===== config.mk =====
export PLATFORM = sky130hd
export DESIGN_NAME = i2c_master_byte_engine
export DESIGN_NICKNAME = d
export VERILOG_FILES = /design/src/hw/rtl/i2cme_pkg.sv /design/src/hw/rtl/i2c_master_byte_engine.sv /design/src/hw/rtl/i2cme_core.sv
export SDC_FILE = /design/constraint.sdc
export NUM_CORES = 1
export LEC_CHECK = 0
export BUFFER_PORTS_ARGS = -buffer_cell sky130_fd_sc_hd__buf_2
export CORE_MARGIN = 2
export CORE_UTILIZATION = 61
export DETAILED_ROUTE_END_ITERATION = 8
export GPL_TIMING_DRIVEN = 0
export PLACE_DENSITY = 0.83
export SYNTH_ARGS = -nofsm -noshare
export SYNTH_HDL_FRONTEND = slang
export SYNTH_SLANG_ARGS = --single-unit

===== constraint.sdc =====
create_clock -name i_clk -period 7.2 [get_ports i_clk]
set_input_delay 1.44 -clock i_clk [delete_from_list [all_inputs] [get_ports i_clk]]
set_output_delay 1.44 -clock i_clk [all_outputs]
set_load 0.01 [all_outputs]

===== src/hw/rtl/i2cme_pkg.sv =====
// Package for the I2C master byte engine.
// Command codes, the per-tick line result type and counter helpers.
// No dependencies.
`default_nettype none

package i2cme_pkg;

    localparam int DELAY_COUNTER_BITS = 16;
    localparam int HALF_PERIOD_W      = 16;
    localparam logic [HALF_PERIOD_W-1:0] HALF_PERIOD_RESET = HALF_PERIOD_W'(120);

    localparam int OP_W = 3;
    localparam logic [OP_W-1:0] OP_NONE       = 3'd0;
    localparam logic [OP_W-1:0] OP_START      = 3'd1;
    localparam logic [OP_W-1:0] OP_STOP       = 3'd2;
    localparam logic [OP_W-1:0] OP_WRITE      = 3'd3;
    localparam logic [OP_W-1:0] OP_READ       = 3'd4;
    localparam logic [OP_W-1:0] OP_SEND_ACK   = 3'd5;
    localparam logic [OP_W-1:0] OP_SAMPLE_ACK = 3'd6;

    localparam logic [3:0] BITS_PER_BYTE = 4'd8;

    typedef struct packed {
        logic       ack_seen;
        logic [7:0] received_byte;
        logic       done_res;
        logic       busy_res;
        logic       sda_drive;
        logic       sda_level;
        logic       scl_level;
    } t_line_res;

    // half period of zero acts as one; clamp to the counter range
    function automatic logic [DELAY_COUNTER_BITS-1:0] counter_load(
        input logic [HALF_PERIOD_W-1:0] hp
    );
        logic [HALF_PERIOD_W:0] v;
        logic [HALF_PERIOD_W:0] mask;
        v    = (hp == '0) ? '0 : ({1'b0, hp} - 1'b1);
        mask = (DELAY_COUNTER_BITS >= HALF_PERIOD_W + 1) ? '1
             : (HALF_PERIOD_W + 1)'((64'd1 << DELAY_COUNTER_BITS) - 64'd1);
        if (v > mask) begin
            v = mask;
        end
        return DELAY_COUNTER_BITS'(v);
    endfunction

endpackage

`default_nettype wire


===== src/hw/rtl/i2c_master_byte_engine.sv =====
// I2C master byte engine top level: stream ports, input and result registers.
// Depends on i2cme_pkg and i2cme_core.
//
// Usage: every request on the slave stream is one tick of the bit timing
// clock. tuser carries the command code (0 none, 1 start, 2 stop, 3 write
// byte, 4 read byte, 5 send ack, 6 sample ack); tdata carries the byte to
// send, the ack level and the sampled SDA pin. Each request yields exactly
// one result request on the master stream with the line levels, SDA
// direction, busy, a one-tick done flag, the last received byte and the
// last sampled ack. Commands arriving while busy are dropped.
// A request is held in the input register, then the sequencer step writes
// the result register. Throughput: one request per cycle while the receiver
// takes results.
// Reset (synchronous, active low) empties both registers, idles the
// sequencer, drives SDA low and SCL low, and loads a half period of 120.
// When the receiver stalls, the result register holds and the input
// register fills; tready drops only when both are full.
// i_cfg_we writes the half period; write it only while idle.
`default_nettype none

module i2c_master_byte_engine (
    input  wire logic        i_clk,
    input  wire logic        i_rst_n,
    input  wire logic        i_cfg_we,
    input  wire logic [15:0] i_cfg_wdata,
    input  wire logic        s_axis_tvalid,
    output logic             s_axis_tready,
    // [7:0] data_byte, [8] ack_level, [9] sda_in, [15:10] zero
    input  wire logic [15:0] s_axis_tdata,
    // [2:0] operation
    input  wire logic [2:0]  s_axis_tuser,
    output logic             m_axis_tvalid,
    input  wire logic        m_axis_tready,
    // [0] scl_level, [1] sda_level, [2] sda_drive, [3] busy_res,
    // [4] done_res, [12:5] received_byte, [13] ack_seen, [15:14] zero
    output logic [15:0]      m_axis_tdata
);
    import i2cme_pkg::*;

    logic [HALF_PERIOD_W-1:0] r_half_period;
    logic                     r_in_valid;
    logic [OP_W-1:0]          r_op;
    logic [7:0]               r_data;
    logic                     r_ackl;
    logic                     r_sda_in;
    logic                     r_out_valid;
    t_line_res                r_out;
    t_line_res                step_res;
    logic                     advance;
    logic                     step;

    assign advance       = !r_out_valid || m_axis_tready;
    assign step          = r_in_valid && advance;
    assign s_axis_tready = !r_in_valid || advance;

    always_ff @(posedge i_clk) begin
        if (!i_rst_n) begin
            r_half_period <= HALF_PERIOD_RESET;
        end else if (i_cfg_we) begin
            r_half_period <= i_cfg_wdata;
        end
    end

    always_ff @(posedge i_clk) begin
        if (!i_rst_n) begin
            r_in_valid <= 1'b0;
        end else if (s_axis_tready) begin
            r_in_valid <= s_axis_tvalid;
        end
    end

    always_ff @(posedge i_clk) begin
        if (s_axis_tvalid && s_axis_tready) begin
            r_op     <= s_axis_tuser;
            r_data   <= s_axis_tdata[7:0];
            r_ackl   <= s_axis_tdata[8];
            r_sda_in <= s_axis_tdata[9];
        end
    end

    i2cme_core u_core (
        .i_clk         (i_clk),
        .i_rst_n       (i_rst_n),
        .i_step        (step),
        .i_operation   (r_op),
        .i_data_byte   (r_data),
        .i_ack_level   (r_ackl),
        .i_sda_in      (r_sda_in),
        .i_half_period (r_half_period),
        .o_res         (step_res)
    );

    always_ff @(posedge i_clk) begin
        if (!i_rst_n) begin
            r_out_valid <= 1'b0;
        end else if (advance) begin
            r_out_valid <= r_in_valid;
        end
    end

    always_ff @(posedge i_clk) begin
        if (step) begin
            r_out <= step_res;
        end
    end

    assign m_axis_tvalid = r_out_valid;
    assign m_axis_tdata  = {2'b00, r_out.ack_seen, r_out.received_byte, r_out.done_res,
                            r_out.busy_res, r_out.sda_drive, r_out.sda_level,
                            r_out.scl_level};

    a_done_not_busy: assert property (@(posedge i_clk) disable iff (!i_rst_n)
        r_out_valid && r_out.done_res |-> !r_out.busy_res)
        else $error("done result still reports busy");

    a_release_only_busy: assert property (@(posedge i_clk) disable iff (!i_rst_n)
        r_out_valid && !r_out.sda_drive |-> r_out.busy_res)
        else $error("SDA released while idle");

    a_step_fills_out: assert property (@(posedge i_clk) disable iff (!i_rst_n)
        step |=> r_out_valid)
        else $error("sequencer step lost its result");

    a_stall_only_full: assert property (@(posedge i_clk) disable iff (!i_rst_n)
        !s_axis_tready |-> r_in_valid && r_out_valid && !m_axis_tready)
        else $error("input stalled with room in the pipeline");

endmodule

`default_nettype wire


===== src/hw/rtl/i2cme_core.sv =====
// Line sequencer of the I2C master byte engine: state registers and one tick step.
// Depends on i2cme_pkg.
`default_nettype none

module i2cme_core (
    input  wire logic                                  i_clk,
    input  wire logic                                  i_rst_n,
    input  wire logic                                  i_step,
    input  wire logic [i2cme_pkg::OP_W-1:0]            i_operation,
    input  wire logic [7:0]                            i_data_byte,
    input  wire logic                                  i_ack_level,
    input  wire logic                                  i_sda_in,
    input  wire logic [i2cme_pkg::HALF_PERIOD_W-1:0]   i_half_period,
    output i2cme_pkg::t_line_res                       o_res
);
    import i2cme_pkg::*;

    logic [OP_W-1:0]               r_cmd, n_cmd;
    logic                          r_phase, n_phase;
    logic [1:0]                    r_start_ph, n_start_ph;
    logic [3:0]                    r_bit, n_bit;
    logic [DELAY_COUNTER_BITS-1:0] r_delay, n_delay;
    logic [7:0]                    r_shift, n_shift;
    logic [7:0]                    r_recv, n_recv;
    logic                          r_ack, n_ack;
    logic                          r_scl, n_scl;
    logic                          r_sda, n_sda;
    logic                          r_dir, n_dir;
    logic                          done;
    logic [DELAY_COUNTER_BITS-1:0] load;
    logic [3:0]                    bit_inc;

    assign load    = counter_load(i_half_period);
    assign bit_inc = r_bit + 4'd1;

    always_comb begin
        n_cmd      = r_cmd;
        n_phase    = r_phase;
        n_start_ph = r_start_ph;
        n_bit      = r_bit;
        n_delay    = r_delay;
        n_shift    = r_shift;
        n_recv     = r_recv;
        n_ack      = r_ack;
        n_scl      = r_scl;
        n_sda      = r_sda;
        n_dir      = r_dir;
        done       = 1'b0;

        if (r_cmd != OP_NONE) begin
            if (r_delay != '0) begin
                n_delay = r_delay - 1'b1;
            end else begin
                unique case (r_cmd)
                    OP_START: begin
                        if (r_start_ph == 2'd0) begin
                            n_sda = 1'b0; n_start_ph = 2'd1; n_delay = load;
                        end else if (r_start_ph == 2'd1) begin
                            n_scl = 1'b0; n_start_ph = 2'd2; n_delay = load;
                        end else begin
                            done = 1'b1;
                        end
                    end
                    OP_STOP: begin
                        if (!r_phase) begin
                            n_sda = 1'b1; n_phase = 1'b1; n_delay = load;
                        end else begin
                            n_scl = 1'b0; n_sda = 1'b0; done = 1'b1;
                        end
                    end
                    OP_WRITE: begin
                        if (!r_phase) begin
                            n_scl = 1'b0; n_phase = 1'b1; n_delay = load;
                        end else begin
                            n_shift = {r_shift[6:0], 1'b0};
                            n_bit   = bit_inc;
                            if (bit_inc >= BITS_PER_BYTE) begin
                                n_sda = 1'b0; done = 1'b1;
                            end else begin
                                n_sda   = r_shift[6];
                                n_scl   = 1'b1;
                                n_phase = 1'b0;
                                n_delay = load;
                            end
                        end
                    end
                    OP_READ: begin
                        if (!r_phase) begin
                            n_shift = {r_shift[6:0], i_sda_in};
                            n_scl   = 1'b0;
                            n_phase = 1'b1;
                            n_delay = load;
                        end else begin
                            n_bit = bit_inc;
                            if (bit_inc >= BITS_PER_BYTE) begin
                                n_dir  = 1'b1;
                                n_recv = r_shift;
                                done   = 1'b1;
                            end else begin
                                n_scl   = 1'b1;
                                n_phase = 1'b0;
                                n_delay = load;
                            end
                        end
                    end
                    OP_SEND_ACK: begin
                        n_scl = 1'b0; n_sda = 1'b0; done = 1'b1;
                    end
                    default: begin
                        n_ack = i_sda_in;
                        n_scl = 1'b0;
                        n_dir = 1'b1;
                        done  = 1'b1;
                    end
                endcase
                if (done) begin
                    n_cmd      = OP_NONE;
                    n_phase    = 1'b0;
                    n_start_ph = 2'd0;
                    n_bit      = '0;
                    n_delay    = '0;
                end
            end
        end else if (i_operation != OP_NONE && i_operation <= OP_SAMPLE_ACK) begin
            n_cmd      = i_operation;
            n_bit      = '0;
            n_phase    = 1'b0;
            n_start_ph = 2'd0;
            n_delay    = load;
            n_scl      = 1'b1;
            unique case (i_operation)
                OP_START:    begin n_dir = 1'b1; n_sda = 1'b1; end
                OP_STOP:     begin n_dir = 1'b1; n_sda = 1'b0; end
                OP_WRITE:    begin
                    n_shift = i_data_byte;
                    n_dir   = 1'b1;
                    n_sda   = i_data_byte[7];
                end
                OP_READ:     begin n_shift = '0; n_dir = 1'b0; end
                OP_SEND_ACK: begin n_dir = 1'b1; n_sda = i_ack_level; end
                default:     begin n_dir = 1'b0; end
            endcase
        end
    end

    always_ff @(posedge i_clk) begin
        if (!i_rst_n) begin
            r_cmd      <= OP_NONE;
            r_phase    <= 1'b0;
            r_start_ph <= 2'd0;
            r_bit      <= '0;
            r_delay    <= '0;
            r_shift    <= '0;
            r_recv     <= '0;
            r_ack      <= 1'b0;
            r_scl      <= 1'b0;
            r_sda      <= 1'b0;
            r_dir      <= 1'b1;
        end else if (i_step) begin
            r_cmd      <= n_cmd;
            r_phase    <= n_phase;
            r_start_ph <= n_start_ph;
            r_bit      <= n_bit;
            r_delay    <= n_delay;
            r_shift    <= n_shift;
            r_recv     <= n_recv;
            r_ack      <= n_ack;
            r_scl      <= n_scl;
            r_sda      <= n_sda;
            r_dir      <= n_dir;
        end
    end

    always_comb begin
        o_res.scl_level     = n_scl;
        o_res.sda_level     = n_sda;
        o_res.sda_drive     = n_dir;
        o_res.busy_res      = (n_cmd != OP_NONE);
        o_res.done_res      = done;
        o_res.received_byte = n_recv;
        o_res.ack_seen      = n_ack;
    end

endmodule

`default_nettype wire

==> results of run 1 <==
==> routing by layer <==
metal | share of wire (%) | track usage, % | wire length (microns)
met1 | 44 | 41.2 | 5120
met2 | 44 | 45.5 | 5180
met3 | 9.3 | 4.35 | 1090
met4 | 2.9 | 11.0 | 339
met5 | 0 | 0 | 0
==> flip-flops by register name, indices dropped and copies added (netlist names), 2 cells and up <==
register	count
r_op	3
u_core.r_delay	16
m_axis_tdata	14
r_half_period	16
u_core.r_bit	4
u_core.r_cmd	3
u_core.r_recv	8
r_data	8
u_core.r_shift	8
u_core.r_start_ph	2
==> power by group <==
group          switching, mW  total (mW)  internal (mW)
clock network          0.210       0.348          0.138
logic                  0.172       0.276          0.104
registers             0.0251       0.581          0.556
==> stage by stage <==
step	total power [mW]	utilization, %	instances
after floorplan	0.786	-	506
after global placement	0.852	68.9	653
after detailed placement	0.857	68.9	653
after CTS	1.20	71.7	669
after global routing	1.26	71.7	669
final	1.20	71.7	669
==> final timing paths <==
check / to / slack [ns] / from / depth (start not counted)
setup reg to reg: u_core.r_delay[5]$_SDFFE_PN0P_ / 4.24 / m_axis_tvalid$_SDFFE_PN0P_ / 8
setup / recovery: u_core.r_delay[5]$_SDFFE_PN0P_ / 3.34 / m_axis_tready / 9
hold / removal: u_core.r_delay[14]$_SDFFE_PN0P_ / 0.50 / u_core.r_delay[14]$_SDFFE_PN0P_ / 2
hold reg to reg: u_core.r_delay[14]$_SDFFE_PN0P_ / 0.50 / u_core.r_delay[14]$_SDFFE_PN0P_ / 2
==> worst max-delay path: stages <==
cell and delay, ns:
sky130_fd_sc_hd__buf_2 0.10, sky130_fd_sc_hd__nand2b_1 0.13, sky130_fd_sc_hd__nand2_1 0.36, sky130_fd_sc_hd__clkinv_1 0.79, sky130_fd_sc_hd__nand2b_1 0.27, sky130_fd_sc_hd__clkbuf_1 0.38, sky130_fd_sc_hd__nor2_1 0.19, sky130_fd_sc_hd__a222oi_1 0.37
sky130_fd_sc_hd__nor2_1 0.06
==> cells in the mapped netlist, types with 10 or more instances <==
master	count
sky130_fd_sc_hd__dfxtp_1	64
sky130_fd_sc_hd__nand3_1	15
sky130_fd_sc_hd__nor3_1	22
sky130_fd_sc_hd__a221oi_1	13
sky130_fd_sc_hd__edfxtp_1	27
sky130_fd_sc_hd__o21ai_0	25
sky130_fd_sc_hd__clkbuf_1	20
sky130_fd_sc_hd__mux2i_1	28
sky130_fd_sc_hd__nor2_1	58
sky130_fd_sc_hd__a21oi_1	29
sky130_fd_sc_hd__inv_1	10
sky130_fd_sc_hd__xnor2_1	11
sky130_fd_sc_hd__nand2_1	41
sky130_fd_sc_hd__mux2_2	12
==> final cells by class <==
class | count | area share (%)
sequential | 91 | 39.8
clock inverter | 7 | 1.55
clock buffer | 9 | 2.36
buffer | 27 | 2.43
tap | 99 | 2.36
timing repair buffer | 48 | 4.57
inverter | 12 | 0.857
multi-input combinational | 376 | 46.1
==> kinds of logic (layout without fill, tap and decap cells) <==
family                   count (synthesis)  after routing  share of synthesized area (%)
XOR/XNOR                                18             18                           3.37
AO/OA/AOI/OAI                          121            121                           17.2
AND/OR/NAND/NOR                        191            191                           21.0
adder cells (fa/ha/maj)                  4              4                           1.07
multiplexers                            40             40                           8.87
buffers and inverters                   39            103                           3.69
flip-flops                              91             91                           44.7
other                                    1              2                         0.0801
==> impl_summary.log, run 1 <==
[metrics] post-route cell area: 5260 sq um
[metrics] 1st-pass router iterations: 6
[metrics] number of max-slew violations in the final report: 0
[metrics] number of distinct standard cells referenced by the synthesized netlist: 66
[metrics] unrepaired setup endpoints after global routing: false
[metrics] post-placement worst setup slack: 3.03 ns
[metrics] vias after detailed routing: 4226
[metrics] commonest register cell after synthesis: sky130_fd_sc_hd__dfxtp_1
[metrics] maximum clock frequency: 259 MHz
[metrics] global-route wire length before repair: 19.5 mm
[metrics] I/O pin count: 58
[metrics] worst ir drop on vdd: 0.146 mV
[metrics] Slew headroom: 42.2%
[metrics] cell type with the highest aggregate area in the netlist: sky130_fd_sc_hd__dfxtp_1
[metrics] ratio of final minimum period to clock period: 53.7%
[metrics] Max Buffers Root-to-Sink: 2
[metrics] diode count: 0
[metrics] remaining routing DRC violations: 0
[metrics] total of flip-flops plus latches after synthesis: 91
[metrics] # clock sinks: 91
[metrics] warning count from the yosys run: 0
[metrics] antenna violations before repair: 0
[metrics] average via count per standard cell: 6.32
[metrics] area taken by multi-input logic gates: 2420 sq um
[metrics] element type at the critical path start: primary input
[metrics] initial core utilization: 63.9%
[metrics] placeable core area: 7330 sq um
[metrics] setup skew after layout: 0.0120 ns
[metrics] Post-DRT Antenna Nets: 0
[metrics] final-layout fill cell count: 558
[metrics] summed negative setup slack over all endpoints: 0 ns
[metrics] wire per inst: 17.5 microns
[metrics] Clk pin slew, worst setup/hold paths: 0.10 ns
[metrics] critical path peak fanout: 23
[metrics] result of the run: complete, no violations
[metrics] clock period minus worst slack: 3.86 ns
[metrics] share of cells above drive strength 1: 17.2%
[metrics] row count: 31
[metrics] max capacitance violation total: 0
[metrics] setup violation total in the final timing report: 0
[metrics] final worst hold slack: 0.499 ns
[metrics] global-route total usage across every layer: 29.2%
[metrics] cell at the root of the clock tree: sky130_fd_sc_hd__clkbuf_8
[metrics] final-report hold violation count: 0
[metrics] kind of end point of the critical path: flop
[metrics] Mapped Avg Cell Area: 9.28 sq um
[metrics] level count of the clock H-tree: 3
[metrics] post-CTS sizing: 0
[metrics] Reg area: 2090 sq um
[metrics] fin nets: 609
[metrics] Worst Path Arrival: 4.11 ns
[metrics] die footprint: 8400 sq um
[metrics] fraction of post-synthesis cell area in the top cell type by area: 27.4%
[metrics] actual slew at the worst max-slew pin: 0.860 ns
[metrics] most frequent cells in the layout: 64 x sky130_fd_sc_hd__dfxtp_1, 58 x sky130_fd_sc_hd__nor2_1, 51 x sky130_fd_sc_hd__buf_2, 41 x sky130_fd_sc_hd__nand2_1, 29 x sky130_fd_sc_hd__a21oi_1
[metrics] clock latency at the later pin of the worst-skew pair: 0.37 ns
[metrics] grt total ovfl: 0
[metrics] area delta synth->final: 12.2%
[metrics] vias in the first global route: 3943
[metrics] post-synthesis sequential area ratio: 44.7%
[metrics] summed instance area of the synthesized netlist: 4680 sq um
[metrics] port buffer count: 48
[metrics] share of flip-flops with an asynchronous set or reset after synthesis: 0%
[metrics] kind of critical path: primary input to flop
[metrics] maximum number of pins on one net before global-route repair: 24
[metrics] die height: 91.6 microns
[metrics] drt total wl: 11.7 mm
[metrics] cell area power density: 229 nW/um^2
[metrics] post-CTS setup repair buffer count: 0
[metrics] half-perimeter wire length after detailed placement: 8.33 mm
[metrics] dpl cell area: 5050 sq um
[metrics] critical path required time: 7.45 ns
[metrics] biggest area contributors in the synthesized netlist: sky130_fd_sc_hd__dfxtp_1 27%, sky130_fd_sc_hd__edfxtp_1 17%, sky130_fd_sc_hd__mux2i_1 6.0%
[metrics] fin worst setup slack: 3.34 ns
[metrics] count of flip-flops with a built-in enable after synthesis: 27
[metrics] number of DRC markers in iteration 0: 582
[metrics] Cells after Synth: 505
[metrics] most frequent standard cell in the layout excluding fill and tap cells: sky130_fd_sc_hd__dfxtp_1
[metrics] clock tree from TritonCTS: built
[metrics] RePlAce Congestion: 0.904
[metrics] leakage power of the design: 1.99 nW
[metrics] hold crit path type: flop to flop
[metrics] hold buffer count at CTS: 0
[metrics] number of buffers inserted during clock tree synthesis: 9
[metrics] die outline width: 91.6 microns
(Power assumes the default switching activity.)
==> run 2: changes to the inputs <==
ABC_AREA = 1   (was unset)
CORE_UTILIZATION = 53   (was 61)
PLACE_DENSITY = 0.77   (was 0.83)
clock period = 3.4 ns   (was 7.2 ns; I/O delays follow)
==> run 2 against run 1 <==
  * Cell area up 2.9%
  * Power up 120%
  * Synthesized cell count up 31%
  * Clock power up 120%
  * Sequential power up 120%
  * First-iteration DRC count down 48%
  * Sequential share of layout area down 1.1 points
  * Register-to-register slack worse by 3.2 ns
  * Setup slack worse by 2.4 ns
  * Worst hold slack worse by 0.030 ns
  * Critical path type unchanged
==> impl_summary.log, run 2 <==
[metrics] global-route wire length before repair: 19.8 mm (+1.6%)
[metrics] half-perimeter wire length after detailed placement: 8.87 mm (+6.6%)
[metrics] die height: 99.4 microns (+8.5%)
[metrics] antenna violations before repair: 0 (unchanged)
[metrics] number of DRC markers in iteration 0: 303 (-48%)
[metrics] ratio of final minimum period to clock period: 71.2%
[metrics] Post-DRT Antenna Nets: 0 (unchanged)
[metrics] leakage power of the design: 2.55 nW (+28%)
[metrics] hold crit path type: primary input to flop
[metrics] fraction of post-synthesis cell area in the top cell type by area: 26.5% (-0.82 points)
[metrics] level count of the clock H-tree: 3 (unchanged)
[metrics] post-placement worst setup slack: 0.655 ns (-2.38 ns)
[metrics] Slew headroom: 16.9% (-25 points)
[metrics] summed negative setup slack over all endpoints: 0 ns (unchanged)
[metrics] share of flip-flops with an asynchronous set or reset after synthesis: 0% (unchanged)
[metrics] actual slew at the worst max-slew pin: 1.25 ns (+0.387 ns)
[metrics] setup skew after layout: 0.00969 ns (-0.00228 ns)
[metrics] commonest register cell after synthesis: sky130_fd_sc_hd__dfxtp_1
[metrics] count leader, synth: sky130_fd_sc_hd__nand2_1
[metrics] clock latency at the later pin of the worst-skew pair: 0.38 ns (about the same)
[metrics] grt total ovfl: 0 (unchanged)
[metrics] kind of end point of the critical path: flop
[metrics] worst ir drop on vdd: 0.250 mV (+71%)
[metrics] Inst Count DP: 819 (+25%)
[metrics] remaining routing DRC violations: 0 (unchanged)
[metrics] placeable core area: 8760 sq um (+20%)
[metrics] count of flip-flops with a built-in enable after synthesis: 27 (unchanged)
[metrics] diode count: 0 (unchanged)
[metrics] Clk pin slew, worst setup/hold paths: 0.11 ns (about the same)
[metrics] final worst hold slack: 0.469 ns (-0.0298 ns)
[metrics] number of max-slew violations in the final report: 0 (unchanged)
[metrics] final-layout fill cell count: 800 (+43%)
[metrics] Mapped Avg Cell Area: 7.29 sq um (-21%)
[metrics] Reg area: 2090 sq um (unchanged)
[metrics] clock period minus worst slack: 2.42 ns
[metrics] Max Buffers Root-to-Sink: 2 (unchanged)
[metrics] share of cells above drive strength 1: 14.2% (-3.0 points)
[metrics] I/O pin count: 58 (unchanged)
[metrics] # clock sinks: 91 (unchanged)
[metrics] post-synthesis sequential area ratio: 43.3% (-1.3 points)
[metrics] post-CTS setup repair buffer count: 0 (unchanged)
[metrics] slack of the worst reg-to-reg path: 1.06 ns (-3.18 ns)
[metrics] global-route total usage across every layer: 24.8% (-4.4 points)
[metrics] most frequent cells in the layout: 124 x sky130_fd_sc_hd__nand2_1, 89 x sky130_fd_sc_hd__nor2_1, 72 x sky130_fd_sc_hd__inv_1, 64 x sky130_fd_sc_hd__dfxtp_1, 60 x sky130_fd_sc_hd__o21ai_0
[metrics] wire per inst: 14.2 microns (-19%)
[metrics] warning count from the yosys run: 0 (unchanged)
[metrics] fin worst setup slack: 0.978 ns (-2.36 ns)
[metrics] most frequent standard cell in the layout excluding fill and tap cells: sky130_fd_sc_hd__nand2_1
[metrics] vias in the first global route: 4234 (+7.4%)
[metrics] initial core utilization: 55.1% (-8.8 points)
[metrics] drt total wl: 11.8 mm (+0.91%)
[metrics] element type at the critical path start: primary input
[metrics] summed instance area of the synthesized netlist: 4830 sq um (+3.1%)
[metrics] post-layout instance count excluding filler cells: 835 (+25%)
[metrics] fin nets: 766 (+26%)
[metrics] max capacitance violation total: 0 (unchanged)
[metrics] cell type with the highest aggregate area in the netlist: sky130_fd_sc_hd__dfxtp_1
[metrics] area delta synth->final: 12.0%
[metrics] vias after detailed routing: 4629 (+9.5%)
[metrics] cell area power density: 482 nW/um^2 (+110%)
[metrics] average via count per standard cell: 5.54 (-12%)
[metrics] area taken by multi-input logic gates: 2310 sq um (-4.5%)
[metrics] row count: 34 (+9.7%)
[metrics] number of distinct standard cells referenced by the synthesized netlist: 39 (-41%)
[metrics] hold buffer count at CTS: 0 (unchanged)
[metrics] Worst Path Arrival: 2.71 ns (-1.40 ns)
[metrics] post-CTS sizing: 0 (unchanged)
[metrics] Synth top cells by count: 124 x sky130_fd_sc_hd__nand2_1, 89 x sky130_fd_sc_hd__nor2_1, 72 x sky130_fd_sc_hd__inv_1, 64 x sky130_fd_sc_hd__dfxtp_1, 60 x sky130_fd_sc_hd__o21ai_0
[metrics] final-report hold violation count: 0 (unchanged)
[metrics] clock tree from TritonCTS: built
[metrics] unrepaired setup endpoints after global routing: false
[metrics] Cells after Synth: 662 (+31%)
[metrics] result of the run: complete, no violations
[metrics] cell at the root of the clock tree: sky130_fd_sc_hd__clkbuf_8
[metrics] die outline width: 99.4 microns (+8.5%)
[metrics] kind of critical path: primary input to flop
[metrics] die footprint: 9890 sq um (+18%)
[metrics] critical path peak fanout: 23 (unchanged)
[metrics] setup violation total in the final timing report: 0 (unchanged)
[metrics] biggest area contributors in the synthesized netlist: sky130_fd_sc_hd__dfxtp_1 27%, sky130_fd_sc_hd__edfxtp_1 17%, sky130_fd_sc_hd__nand2_1 9.6%
[metrics] 1st-pass router iterations: 5 (-1)
[metrics] maximum number of pins on one net before global-route repair: 24 (unchanged)
[metrics] total of flip-flops plus latches after synthesis: 91 (unchanged)
[metrics] critical path required time: 3.69 ns (-3.76 ns)
[metrics] maximum clock frequency: 413 MHz
[metrics] port buffer count: 48 (unchanged)
[metrics] RePlAce Congestion: 0.959 (+6.1%)
[metrics] number of buffers inserted during clock tree synthesis: 9 (unchanged)
[run 2: changes by cell type after synthesis, sizes merged, moves of 30 or more]
cell and change:
a21oi +30, inv +69, nand2 +90, nand3 +33, nor2 +38, o21ai +52
[run 2: cell type report]
| cell class | instances | area share (%) |
|---|---|---|
| clock inverter | 7 | 1.46 |
| timing repair buffer | 48 | 4.44 |
| sequential | 91 | 38.7 |
| tap | 108 | 2.50 |
| inverter | 81 | 5.62 |
| buffer | 23 | 2.27 |
| clock buffer | 9 | 2.29 |
| multi-input combinational | 468 | 42.8 |
[run 2: worst max-delay path, stage by stage]
cell                       delay [ns]
sky130_fd_sc_hd__buf_2           0.08
sky130_fd_sc_hd__inv_1           0.04
sky130_fd_sc_hd__nand2_1         0.07
sky130_fd_sc_hd__nand2_1         0.22
sky130_fd_sc_hd__clkinv_1        0.30
sky130_fd_sc_hd__clkbuf_1        0.96
sky130_fd_sc_hd__o211ai_1        0.21
sky130_fd_sc_hd__nand2_1         0.11
sky130_fd_sc_hd__inv_1           0.04
[run 2: where the power goes]
group | switching (mW) | internal, mW | total (mW)
logic | 0.396 | 0.206 | 0.602
registers | 0.0570 | 1.20 | 1.25
clock network | 0.458 | 0.292 | 0.750
[run 2: per-stage QoR]
step | utilization (%) | cell area [sq um] | power (mW)
2_1_floorplan | - | 4830 | 1.71
6_report | 61.7 | 5410 | 2.61
4_1_cts | 61.7 | 5410 | 2.60
3_5_place_dp | 59.4 | 5210 | 1.86
5_1_grt | 61.7 | 5410 | 2.74
3_3_place_gp | 59.4 | 5210 | 1.84
[run 2: worst paths after layout]
kind                                      from                      endpoint  depth (start not counted)
hold / removal                 s_axis_tdata[4]           r_data[4]$_DFFE_PP_                          1
setup / recovery                 m_axis_tready  u_core.r_cmd[1]$_SDFFE_PN0P_                          9
setup reg to reg    m_axis_tvalid$_SDFFE_PN0P_  u_core.r_cmd[1]$_SDFFE_PN0P_                          7
hold reg to reg   u_core.r_bit[3]$_SDFFE_PN0P_  u_core.r_bit[3]$_SDFFE_PN0P_                          2
[run 2: metal layers]
layer	part of all wire (%)	vias up	wire length, microns	global-route usage (%)
li1	-	2302	-	-
met5	0	-	0	0
met1	44	2108	5170	33.2
met4	1.1	0	136	6.85
met2	46	201	5480	41.4
met3	9.0	18	1070	4.57
[run 2: logic make-up (layout without fill, tap and decap cells)]
family	after synthesis	count (layout)	synth area share, %
other	1	2	0.0777
AOI/OAI and AO/OA	154	154	17.1
and+or+nand+nor	294	294	27.1
buffers and inverters	104	168	8.84
adders and majority gates	4	4	1.04
xor gates and xnor gates	14	14	2.54
DFF	91	91	43.3
